File: config.mk
export PLATFORM = sky130hd
export DESIGN_NAME = life_generation_row_engine_flat
export DESIGN_NICKNAME = d
export VERILOG_FILES = /design/src/hw/rtl/lgre_pkg.sv /design/src/hw/rtl/lgre_ifs.sv /design/src/hw/rtl/lgre_cell.sv /design/src/hw/rtl/lgre_queue.sv /design/src/hw/rtl/life_generation_row_engine.sv /design/src/flat_wrapper.sv
export SDC_FILE = /design/constraint.sdc
export NUM_CORES = 2
export LEC_CHECK = 0
export BUFFER_PORTS_ARGS = -buffer_cell sky130_fd_sc_hd__buf_2
export CAP_MARGIN = 20
export CORE_UTILIZATION = 30
export DETAILED_ROUTE_END_ITERATION = 7
export MAX_ROUTING_LAYER = met4
export SLEW_MARGIN = 20
export SYNTH_ARGS = -nofsm -noshare
export SYNTH_HDL_FRONTEND = slang
export SYNTH_SLANG_ARGS = --single-unit
File: constraint.sdc
create_clock -name clock -period 16.4 [get_ports clock]
set_input_delay 0.82 -clock clock [delete_from_list [all_inputs] [get_ports clock]]
set_output_delay 0.82 -clock clock [all_outputs]
set_load 0.1 [all_outputs]
File: src/hw/rtl/lgre_pkg.sv
package lgre_pkg;

   localparam int LGRE_ROW_W        = 64;
   localparam int LGRE_CFG_W        = 7;
   localparam int LGRE_MAX_COLS_DEF = 64;
   localparam int LGRE_QUEUE_DEPTH  = 4;
   localparam logic [LGRE_CFG_W-1:0] LGRE_COLS_RESET = LGRE_CFG_W'(64);

   // masked cell values one column hands to its neighbors
   typedef struct packed {
      logic up;
      logic mid;
      logic dn;
   } nbr_type;

   // per-column results of both generations a cell can produce
   typedef struct packed {
      logic gen_mid;
      logic chg_mid;
      logic gen_last;
      logic chg_last;
   } cell_out_type;

   typedef struct packed {
      logic [LGRE_ROW_W-1:0] next_row;
      logic                  last_of_frame;
      logic                  frame_stable;
   } rsp_entry_type;

endpackage

File: src/hw/rtl/lgre_ifs.sv
interface lgre_req_if;
   logic        valid;
   logic        ready;
   logic [63:0] row_cells;
   logic        frame_last_row;

   modport source (output valid, output row_cells, output frame_last_row, input ready);
   modport sink (input valid, input row_cells, input frame_last_row, output ready);
endinterface

interface lgre_rsp_if;
   logic        valid;
   logic        ready;
   logic [63:0] next_row;
   logic        last_of_frame;
   logic        frame_stable;

   modport source (output valid, output next_row, output last_of_frame,
                   output frame_stable, input ready);
   modport sink (input valid, input next_row, input last_of_frame,
                 input frame_stable, output ready);
endinterface

interface lgre_csr_if;
   logic       valid;
   logic       ready;
   logic [6:0] cols_in_use;

   modport source (output valid, output cols_in_use, input ready);
   modport sink (input valid, input cols_in_use, output ready);
endinterface

File: src/hw/rtl/lgre_cell.sv
module lgre_cell (
   input  logic                  clock,
   input  logic                  reset,
   input  logic                  col_en,
   input  logic                  shift_en,
   input  logic                  clear,
   input  logic                  row_bit,
   input  lgre_pkg::nbr_type     lo_nbr,
   input  lgre_pkg::nbr_type     hi_nbr,
   output lgre_pkg::nbr_type     own_nbr,
   output lgre_pkg::cell_out_type cell_out
);
   import lgre_pkg::*;

   logic       above_ff, above_in;
   logic       middle_ff, middle_in;
   logic       up, mid, dn;
   logic [3:0] cnt_mid;
   logic [3:0] cnt_last;

   always_comb begin
      up  = above_ff & col_en;
      mid = middle_ff & col_en;
      dn  = row_bit & col_en;
   end

   assign own_nbr = '{up: up, mid: mid, dn: dn};

   // held middle row with the incoming row below it
   assign cnt_mid = 4'(lo_nbr.up) + 4'(up) + 4'(hi_nbr.up) + 4'(lo_nbr.mid)
                  + 4'(hi_nbr.mid) + 4'(lo_nbr.dn) + 4'(dn) + 4'(hi_nbr.dn);
   // incoming row as the last of the frame, dead row below
   assign cnt_last = 4'(lo_nbr.mid) + 4'(mid) + 4'(hi_nbr.mid)
                   + 4'(lo_nbr.dn) + 4'(hi_nbr.dn);

   always_comb begin
      cell_out.gen_mid  = col_en & ((cnt_mid == 4'd3) | (mid & (cnt_mid == 4'd2)));
      cell_out.chg_mid  = cell_out.gen_mid ^ mid;
      cell_out.gen_last = col_en & ((cnt_last == 4'd3) | (dn & (cnt_last == 4'd2)));
      cell_out.chg_last = cell_out.gen_last ^ dn;
   end

   // held rows keep their masked entry bits; the width mask applies again on use
   always_comb begin
      above_in  = above_ff;
      middle_in = middle_ff;
      if (shift_en) begin
         above_in  = clear ? 1'b0 : middle_ff;
         middle_in = clear ? 1'b0 : dn;
      end
   end

   always_ff @(posedge clock) begin
      if (reset) begin
         above_ff  <= 1'b0;
         middle_ff <= 1'b0;
      end else begin
         above_ff  <= above_in;
         middle_ff <= middle_in;
      end
   end

endmodule

File: src/hw/rtl/lgre_queue.sv
module lgre_queue #(
   parameter int DEPTH = lgre_pkg::LGRE_QUEUE_DEPTH
) (
   input  logic                    clock,
   input  logic                    reset,
   input  logic                    wr_a_valid,
   input  lgre_pkg::rsp_entry_type wr_a,
   input  logic                    wr_b_valid,
   input  lgre_pkg::rsp_entry_type wr_b,
   output logic                    room_two,
   lgre_rsp_if.source              rsp_chan
);
   import lgre_pkg::*;

   localparam int PTR_W = (DEPTH > 1) ? $clog2(DEPTH) : 1;
   localparam int CNT_W = $clog2(DEPTH + 1);

   rsp_entry_type        entry_ff [DEPTH];
   logic [PTR_W-1:0]     wr_ptr_ff, wr_ptr_in;
   logic [PTR_W-1:0]     rd_ptr_ff, rd_ptr_in;
   logic [CNT_W-1:0]     count_ff, count_in;
   logic [PTR_W-1:0]     wr_next;
   logic [1:0]           n_wr;
   logic                 pop;
   rsp_entry_type        first_entry;

   function automatic logic [PTR_W-1:0] ptr_inc(input logic [PTR_W-1:0] p);
      logic [PTR_W-1:0] r;
      r = (p == PTR_W'(DEPTH - 1)) ? '0 : p + PTR_W'(1);
      return r;
   endfunction

   assign pop         = rsp_chan.valid & rsp_chan.ready;
   assign n_wr        = 2'(wr_a_valid) + 2'(wr_b_valid);
   assign first_entry = wr_a_valid ? wr_a : wr_b;
   assign wr_next     = ptr_inc(wr_ptr_ff);
   assign room_two    = (count_ff <= CNT_W'(DEPTH - 2));

   always_comb begin
      wr_ptr_in = wr_ptr_ff;
      rd_ptr_in = rd_ptr_ff;
      if (n_wr == 2'd1) begin
         wr_ptr_in = wr_next;
      end else if (n_wr == 2'd2) begin
         wr_ptr_in = ptr_inc(wr_next);
      end
      if (pop) begin
         rd_ptr_in = ptr_inc(rd_ptr_ff);
      end
      count_in = count_ff + CNT_W'(n_wr) - CNT_W'(pop);
   end

   always_ff @(posedge clock) begin
      if (reset) begin
         wr_ptr_ff <= '0;
         rd_ptr_ff <= '0;
         count_ff  <= '0;
      end else begin
         wr_ptr_ff <= wr_ptr_in;
         rd_ptr_ff <= rd_ptr_in;
         count_ff  <= count_in;
      end
   end

   always_ff @(posedge clock) begin
      if (n_wr != 2'd0) begin
         entry_ff[wr_ptr_ff] <= first_entry;
      end
      if (n_wr == 2'd2) begin
         entry_ff[wr_next] <= wr_b;
      end
   end

   assign rsp_chan.valid         = (count_ff != '0);
   assign rsp_chan.next_row      = entry_ff[rd_ptr_ff].next_row;
   assign rsp_chan.last_of_frame = entry_ff[rd_ptr_ff].last_of_frame;
   assign rsp_chan.frame_stable  = entry_ff[rd_ptr_ff].frame_stable;

   a_no_overflow: assert property (@(posedge clock) disable iff (reset)
      (wr_a_valid && wr_b_valid) |-> room_two)
      else $error("queue written with two entries without room");

   a_pop_only_drains: assert property (@(posedge clock) disable iff (reset)
      (pop && n_wr == 2'd0) |=> count_ff == $past(count_ff) - CNT_W'(1))
      else $error("queue count did not drop on a lone pop");

endmodule

File: src/hw/rtl/life_generation_row_engine.sv
// Life (B3/S23) row engine. Rows of a frame enter top first, one request per
// cycle, bit c of row_cells being column c. Each request after the first of a
// frame yields the next generation of the row before it; a request marked
// frame_last_row also yields its own next row, so it produces two results
// (one for a one-row frame), the last one carrying last_of_frame and
// frame_stable. Results are in the result queue from the cycle after the request
// is taken and leave that four-entry queue at one per cycle; requests are taken
// while that queue holds at most two entries, so with the result side always
// ready the block sustains one row per cycle, and each frame's last row adds one
// extra result. The grid is a row of MAX_COLS column cells that each hold their
// column of the two buffered rows and trade them with their neighbors.
// Columns at or above cols_in_use read as dead and come out zero; write
// cols_in_use only while no results are pending.
module life_generation_row_engine #(
   parameter int MAX_COLS = lgre_pkg::LGRE_MAX_COLS_DEF
) (
   input  logic       clock,
   input  logic       reset,
   lgre_req_if.sink   req_chan,
   lgre_rsp_if.source rsp_chan,
   lgre_csr_if.sink   csr_chan
);
   import lgre_pkg::*;

   logic [LGRE_CFG_W-1:0] cols_ff, cols_in;
   logic                  have_mid_ff, have_mid_in;
   logic                  unchanged_ff, unchanged_in;

   nbr_type               nbr [MAX_COLS];
   cell_out_type          cell_res [MAX_COLS];
   logic [MAX_COLS-1:0]   gen_mid_vec, gen_last_vec;
   logic [MAX_COLS-1:0]   chg_mid_vec, chg_last_vec;

   logic                  accept;
   logic                  room_two;
   logic                  mid_changed;
   logic                  stable;
   rsp_entry_type         wr_a, wr_b;

   assign csr_chan.ready = 1'b1;
   assign req_chan.ready = room_two;
   assign accept         = req_chan.valid & req_chan.ready;

   for (genvar c = 0; c < MAX_COLS; c++) begin : g_col
      nbr_type lo_nbr;
      nbr_type hi_nbr;

      if (c == 0) begin : g_lo_edge
         assign lo_nbr = '0;
      end else begin : g_lo
         assign lo_nbr = nbr[c-1];
      end
      if (c == MAX_COLS - 1) begin : g_hi_edge
         assign hi_nbr = '0;
      end else begin : g_hi
         assign hi_nbr = nbr[c+1];
      end

      lgre_cell u_cell (
         .clock    (clock),
         .reset    (reset),
         .col_en   (cols_ff > LGRE_CFG_W'(c)),
         .shift_en (accept),
         .clear    (req_chan.frame_last_row),
         .row_bit  (req_chan.row_cells[c]),
         .lo_nbr   (lo_nbr),
         .hi_nbr   (hi_nbr),
         .own_nbr  (nbr[c]),
         .cell_out (cell_res[c])
      );

      assign gen_mid_vec[c]  = cell_res[c].gen_mid;
      assign chg_mid_vec[c]  = cell_res[c].chg_mid;
      assign gen_last_vec[c] = cell_res[c].gen_last;
      assign chg_last_vec[c] = cell_res[c].chg_last;
   end

   assign mid_changed = have_mid_ff & (|chg_mid_vec);
   assign stable      = unchanged_ff & ~mid_changed & ~(|chg_last_vec);

   always_comb begin
      wr_a.next_row      = LGRE_ROW_W'(gen_mid_vec);
      wr_a.last_of_frame = 1'b0;
      wr_a.frame_stable  = 1'b0;
      wr_b.next_row      = LGRE_ROW_W'(gen_last_vec);
      wr_b.last_of_frame = 1'b1;
      wr_b.frame_stable  = stable;
   end

   always_comb begin
      cols_in      = cols_ff;
      have_mid_in  = have_mid_ff;
      unchanged_in = unchanged_ff;
      if (csr_chan.valid) begin
         cols_in = csr_chan.cols_in_use;
      end
      if (accept) begin
         have_mid_in  = ~req_chan.frame_last_row;
         unchanged_in = req_chan.frame_last_row | (unchanged_ff & ~mid_changed);
      end
   end

   always_ff @(posedge clock) begin
      if (reset) begin
         cols_ff      <= LGRE_COLS_RESET;
         have_mid_ff  <= 1'b0;
         unchanged_ff <= 1'b1;
      end else begin
         cols_ff      <= cols_in;
         have_mid_ff  <= have_mid_in;
         unchanged_ff <= unchanged_in;
      end
   end

   lgre_queue #(
      .DEPTH (LGRE_QUEUE_DEPTH)
   ) u_queue (
      .clock      (clock),
      .reset      (reset),
      .wr_a_valid (accept & have_mid_ff),
      .wr_a       (wr_a),
      .wr_b_valid (accept & req_chan.frame_last_row),
      .wr_b       (wr_b),
      .room_two   (room_two),
      .rsp_chan   (rsp_chan)
   );

   a_frame_end_clears: assert property (@(posedge clock) disable iff (reset)
      (accept && req_chan.frame_last_row) |=> (!have_mid_ff && unchanged_ff))
      else $error("frame state not cleared after last row");

   a_stable_only_last: assert property (@(posedge clock) disable iff (reset)
      (rsp_chan.valid && rsp_chan.frame_stable) |-> rsp_chan.last_of_frame)
      else $error("stable flag on a result that is not last of frame");

   a_change_sticks: assert property (@(posedge clock) disable iff (reset)
      (accept && !req_chan.frame_last_row && mid_changed) |=> !unchanged_ff)
      else $error("changed row not recorded in frame state");

endmodule
File: src/flat_wrapper.sv
// flat-port wrapper written by rule: the top's interface ports become plain ports
module life_generation_row_engine_flat import lgre_pkg::*;
#(
   parameter int MAX_COLS = lgre_pkg::LGRE_MAX_COLS_DEF
)
  (clock, reset, req_chan_valid, req_chan_row_cells, req_chan_frame_last_row, req_chan_ready, rsp_chan_valid, rsp_chan_next_row, rsp_chan_last_of_frame, rsp_chan_frame_stable, rsp_chan_ready, csr_chan_valid, csr_chan_cols_in_use, csr_chan_ready);
  lgre_req_if req_chan_i ();
  lgre_rsp_if rsp_chan_i ();
  lgre_csr_if csr_chan_i ();
  input  logic clock;
  input  logic reset;
  input wire logic [$bits(req_chan_i.valid)-1:0] req_chan_valid;
  input wire logic [$bits(req_chan_i.row_cells)-1:0] req_chan_row_cells;
  input wire logic [$bits(req_chan_i.frame_last_row)-1:0] req_chan_frame_last_row;
  output wire logic [$bits(req_chan_i.ready)-1:0] req_chan_ready;
  output wire logic [$bits(rsp_chan_i.valid)-1:0] rsp_chan_valid;
  output wire logic [$bits(rsp_chan_i.next_row)-1:0] rsp_chan_next_row;
  output wire logic [$bits(rsp_chan_i.last_of_frame)-1:0] rsp_chan_last_of_frame;
  output wire logic [$bits(rsp_chan_i.frame_stable)-1:0] rsp_chan_frame_stable;
  input wire logic [$bits(rsp_chan_i.ready)-1:0] rsp_chan_ready;
  input wire logic [$bits(csr_chan_i.valid)-1:0] csr_chan_valid;
  input wire logic [$bits(csr_chan_i.cols_in_use)-1:0] csr_chan_cols_in_use;
  output wire logic [$bits(csr_chan_i.ready)-1:0] csr_chan_ready;
  assign req_chan_i.valid = req_chan_valid;
  assign req_chan_i.row_cells = req_chan_row_cells;
  assign req_chan_i.frame_last_row = req_chan_frame_last_row;
  assign req_chan_ready = req_chan_i.ready;
  assign rsp_chan_valid = rsp_chan_i.valid;
  assign rsp_chan_next_row = rsp_chan_i.next_row;
  assign rsp_chan_last_of_frame = rsp_chan_i.last_of_frame;
  assign rsp_chan_frame_stable = rsp_chan_i.frame_stable;
  assign rsp_chan_i.ready = rsp_chan_ready;
  assign csr_chan_i.valid = csr_chan_valid;
  assign csr_chan_i.cols_in_use = csr_chan_cols_in_use;
  assign csr_chan_ready = csr_chan_i.ready;
  life_generation_row_engine #(.MAX_COLS(MAX_COLS)) u_core (.clock(clock), .reset(reset), .req_chan(req_chan_i), .rsp_chan(rsp_chan_i), .csr_chan(csr_chan_i));
endmodule
==> metrics <==
Post-Syn Area per Cell=9.88 um2; CP Capture Type=flop; Leak=18.1 nW; Crit Path Category=reg -> reg; post-CTS setup repair buffer count=0; CP Launch Type=flop; Hold Fails Final Rpt=0; fin. max-slew vios=0; maximum fanout along the worst path=22; post-synthesis mux area share=5.95%; H-Tree Depth=2; die height=354 um; initial antenna violation count=31; Die W=354 um; drt drc=0; unrepaired setup endpoints after global routing=no; Req. time, crit path=16.84 ns; cts repair resizes=0; PD cells=112 mW/mm2; Mapped Area=0.0371 mm2; Tot Pwr=4.61 mW; dpl hpwl=107000 um; root buf cell=clkbuf_16; global-route wire length before repair=200000 um; TritonCTS clock tree=done; flops & latches, synth=410; final wirelength=136000 um; Vias/cell=5.43; worst path arrival time=8.20 ns; count leader, synth=inv_1; NumNets Final=4544; Gate Count Post-Synth=3755; WHS=0.445 ns; synthesis-to-finish area growth=11.2%; Rows=128; Hold Buf Count CTS=0; XOR/XNOR share of the synthesized area=0.0708%; layout cells sized above 1=10.4%; final setup vio count=0; Routed Antenna Nets=0; fin crit share=47.3%; core area=0.122 mm2; Compound-Gate Fraction of Synth Area=13.3%; fmax=0.129 GHz; syn nets=4476; Met1 Wirelength=56500 um; max_cap viols=0; via count of the routed design=29.9k; CP bufs+invs=3; Worst slew margin=18.2%; worst path cell trace=nor2_2, a21oi_1, nand2_1, inv_1, fa_1, fa_1, inv_1, fa_1, inv_1, ha_1, fa_1, and3_1, o21ai_0, o22ai_1, or4_1, a2111oi_2, and4_1, a32oi_2, nor3_1; worst slew pin tran=1.22 ns; routed wl met3=13100 um; DR WL/cell=24.7 um; Post-synth EDFFs=260; cts bufs inserted=49; leading post-synthesis cells by cell area=edfxtp_1 (21%), fa_1 (20%), ha_1 (8.9%), dfxtp_1 (8.1%), inv_1 (5.3%); clock sink count=410; largest family of logic cells by synthesized area=adder cells; all-layer global routing usage=22.2%; Max VDD drop=185 uV; Synth cell types=80; area fraction of the dominant cell type after synthesis=21.0%; ys async rst share=0%; CTS max path bufs=3; Fin Setup TNS=0 ns; largest net degree at the start of global routing=80; top routing layer in use=met4; die area=0.125 mm2; post-synthesis simple-gate area fraction=15.1%; fillers=12.3k; Hold Path Class=in -> reg; Post-synth top flop=edfxtp_1; clk slew on worst S/H paths=0.06 ns; crit-path max cell delay=0.95 ns; status=finished, final reports clean; register area share after synthesis=29.1%; WL met2=60200 um; post-synthesis adder-cell area fraction=29.4%; boundary pin count=146; Slowest-stage cell, CP=dfxtp_1; RD Place Congestion=1.09; vias in the first global route=28.9k; cell family with most CP delay=compound AO/OA/AOI/OAI gates; clk_lat worst skew=0.62 ns; yosys warns=0; drt initial violations=3011; Post-synth top cells=inv_1 (521), fa_1 (379), nand2_1 (276); fin crit period=7.77 ns; Initial Utilization=30.4%; CP most frequent cell=fa_1; PortBufs=144; DRT Pass-1 Iters=6; Final Skew=0.0320 ns; top cell type by total area after synthesis=edfxtp_1; overflow left after global routing=0
[logic make-up after synthesis]
logic type / after synthesis
AO/OA/AOI/OAI: 787
XOR/XNOR: 3
adder cells (fa/ha/maj): 644
buffers and inverters: 682
flip-flops: 410
multiplexers: 134
other: 1
AND/OR/NAND/NOR: 1094
[placed cells by master (no fill, tap or decap), types with 15 or more instances in the layout]
cell type  count
inv_1        521
fa_1         379
o22ai_1      269
nand2_1      266
ha_1         265
nor2_1       261
edfxtp_1     260
a21oi_1      183
dfxtp_1      148
buf_2        143
o21ai_0      103
nand2b_1      79
nand3b_1      78
nor2b_1       77
nand3_1       68
and2_1        67
mux4_2        66
a22oi_1       60
nor3_1        54
clkbuf_16     51
and3_1        47
o21a_1        36
mux2i_1       36
buf_4         35
mux2_2        32
diode_2       22
o2111ai_1     22
o21ai_1       16
nand4b_1      15
[through the flow]
step                      util (%)  cell area (um2)  worst slack [ns]  std cells
after detailed placement      32.4            39500              8.88       5397
after global placement        32.4            39500              9.06       5397
after floorplan                  -            37100             10.54       3755
after CTS                     33.7            41200              8.82       5489
final                         33.8            41200              8.63       5511
after global routing          33.8            41200              8.50       5509
[sequential cells by signal, indices dropped and copies added, names as in the netlist, named ones only]
signal and cells:
u_core.u_queue.rd_ptr_ff 2, u_core.unchanged_ff 1, u_core.u_queue.count_ff 3, u_core.u_queue.wr_ptr_ff 2
u_core.u_queue.entry_ff 264, u_core.cols_ff 7, u_core.g_col.u_cell.middle_ff 64, u_core.g_col.u_cell.above_ff 64
u_core.have_mid_ff 1
[layout make-up]
cell class | count | area, um2 | area share [%]
sequential | 410 | 10800 | 26.2
inverter | 521 | 1960 | 4.74
timing repair buffer | 178 | 978 | 2.37
tap | 1625 | 2030 | 4.93
antenna | 22 | 55.1 | 0.133
multi-input combinational | 2663 | 23800 | 57.6
clock buffer | 63 | 1340 | 3.25
clock inverter | 29 | 318 | 0.770
[final timing paths]
check                                           startpoint                                       endpoint  slack, ns  cells after the start
max                         u_core.cols_ff[5]$_SDFFE_PP0P_        u_core.u_queue.entry_ff[2][0]$_DFFE_PP_       8.63                     19
max reg2reg                 u_core.cols_ff[5]$_SDFFE_PP0P_        u_core.u_queue.entry_ff[2][0]$_DFFE_PP_       8.63                     19
min                                csr_chan_cols_in_use[5]                 u_core.cols_ff[5]$_SDFFE_PP0P_       0.44                      3
min reg2reg  u_core.g_col[53].u_cell.above_ff$_SDFFE_PP0P_  u_core.g_col[53].u_cell.above_ff$_SDFFE_PP0P_       0.44                      2
[metal layers]
| layer | track usage [%] | vias to the layer above |
|---|---|---|
| met1 | 29.3 | 15000 |
| met5 | - | - |
| li1 | - | 13400 |
| met4 | 9.28 | 0 |
| met2 | 33.0 | 1378 |
| met3 | 4.41 | 249 |
[worst min-delay path, stage by stage]
cell and delay (ns):
buf_2 0.08, mux2i_1 0.05, nor2_1 0.07
[report_power, final]
group | total (mW) | internal (mW) | switching (mW)
logic | 2.20 | 0.599 | 1.60
clock network | 1.15 | 0.662 | 0.493
registers | 1.25 | 1.19 | 0.0650
No activity file was read; power rests on OpenSTA's default activity.
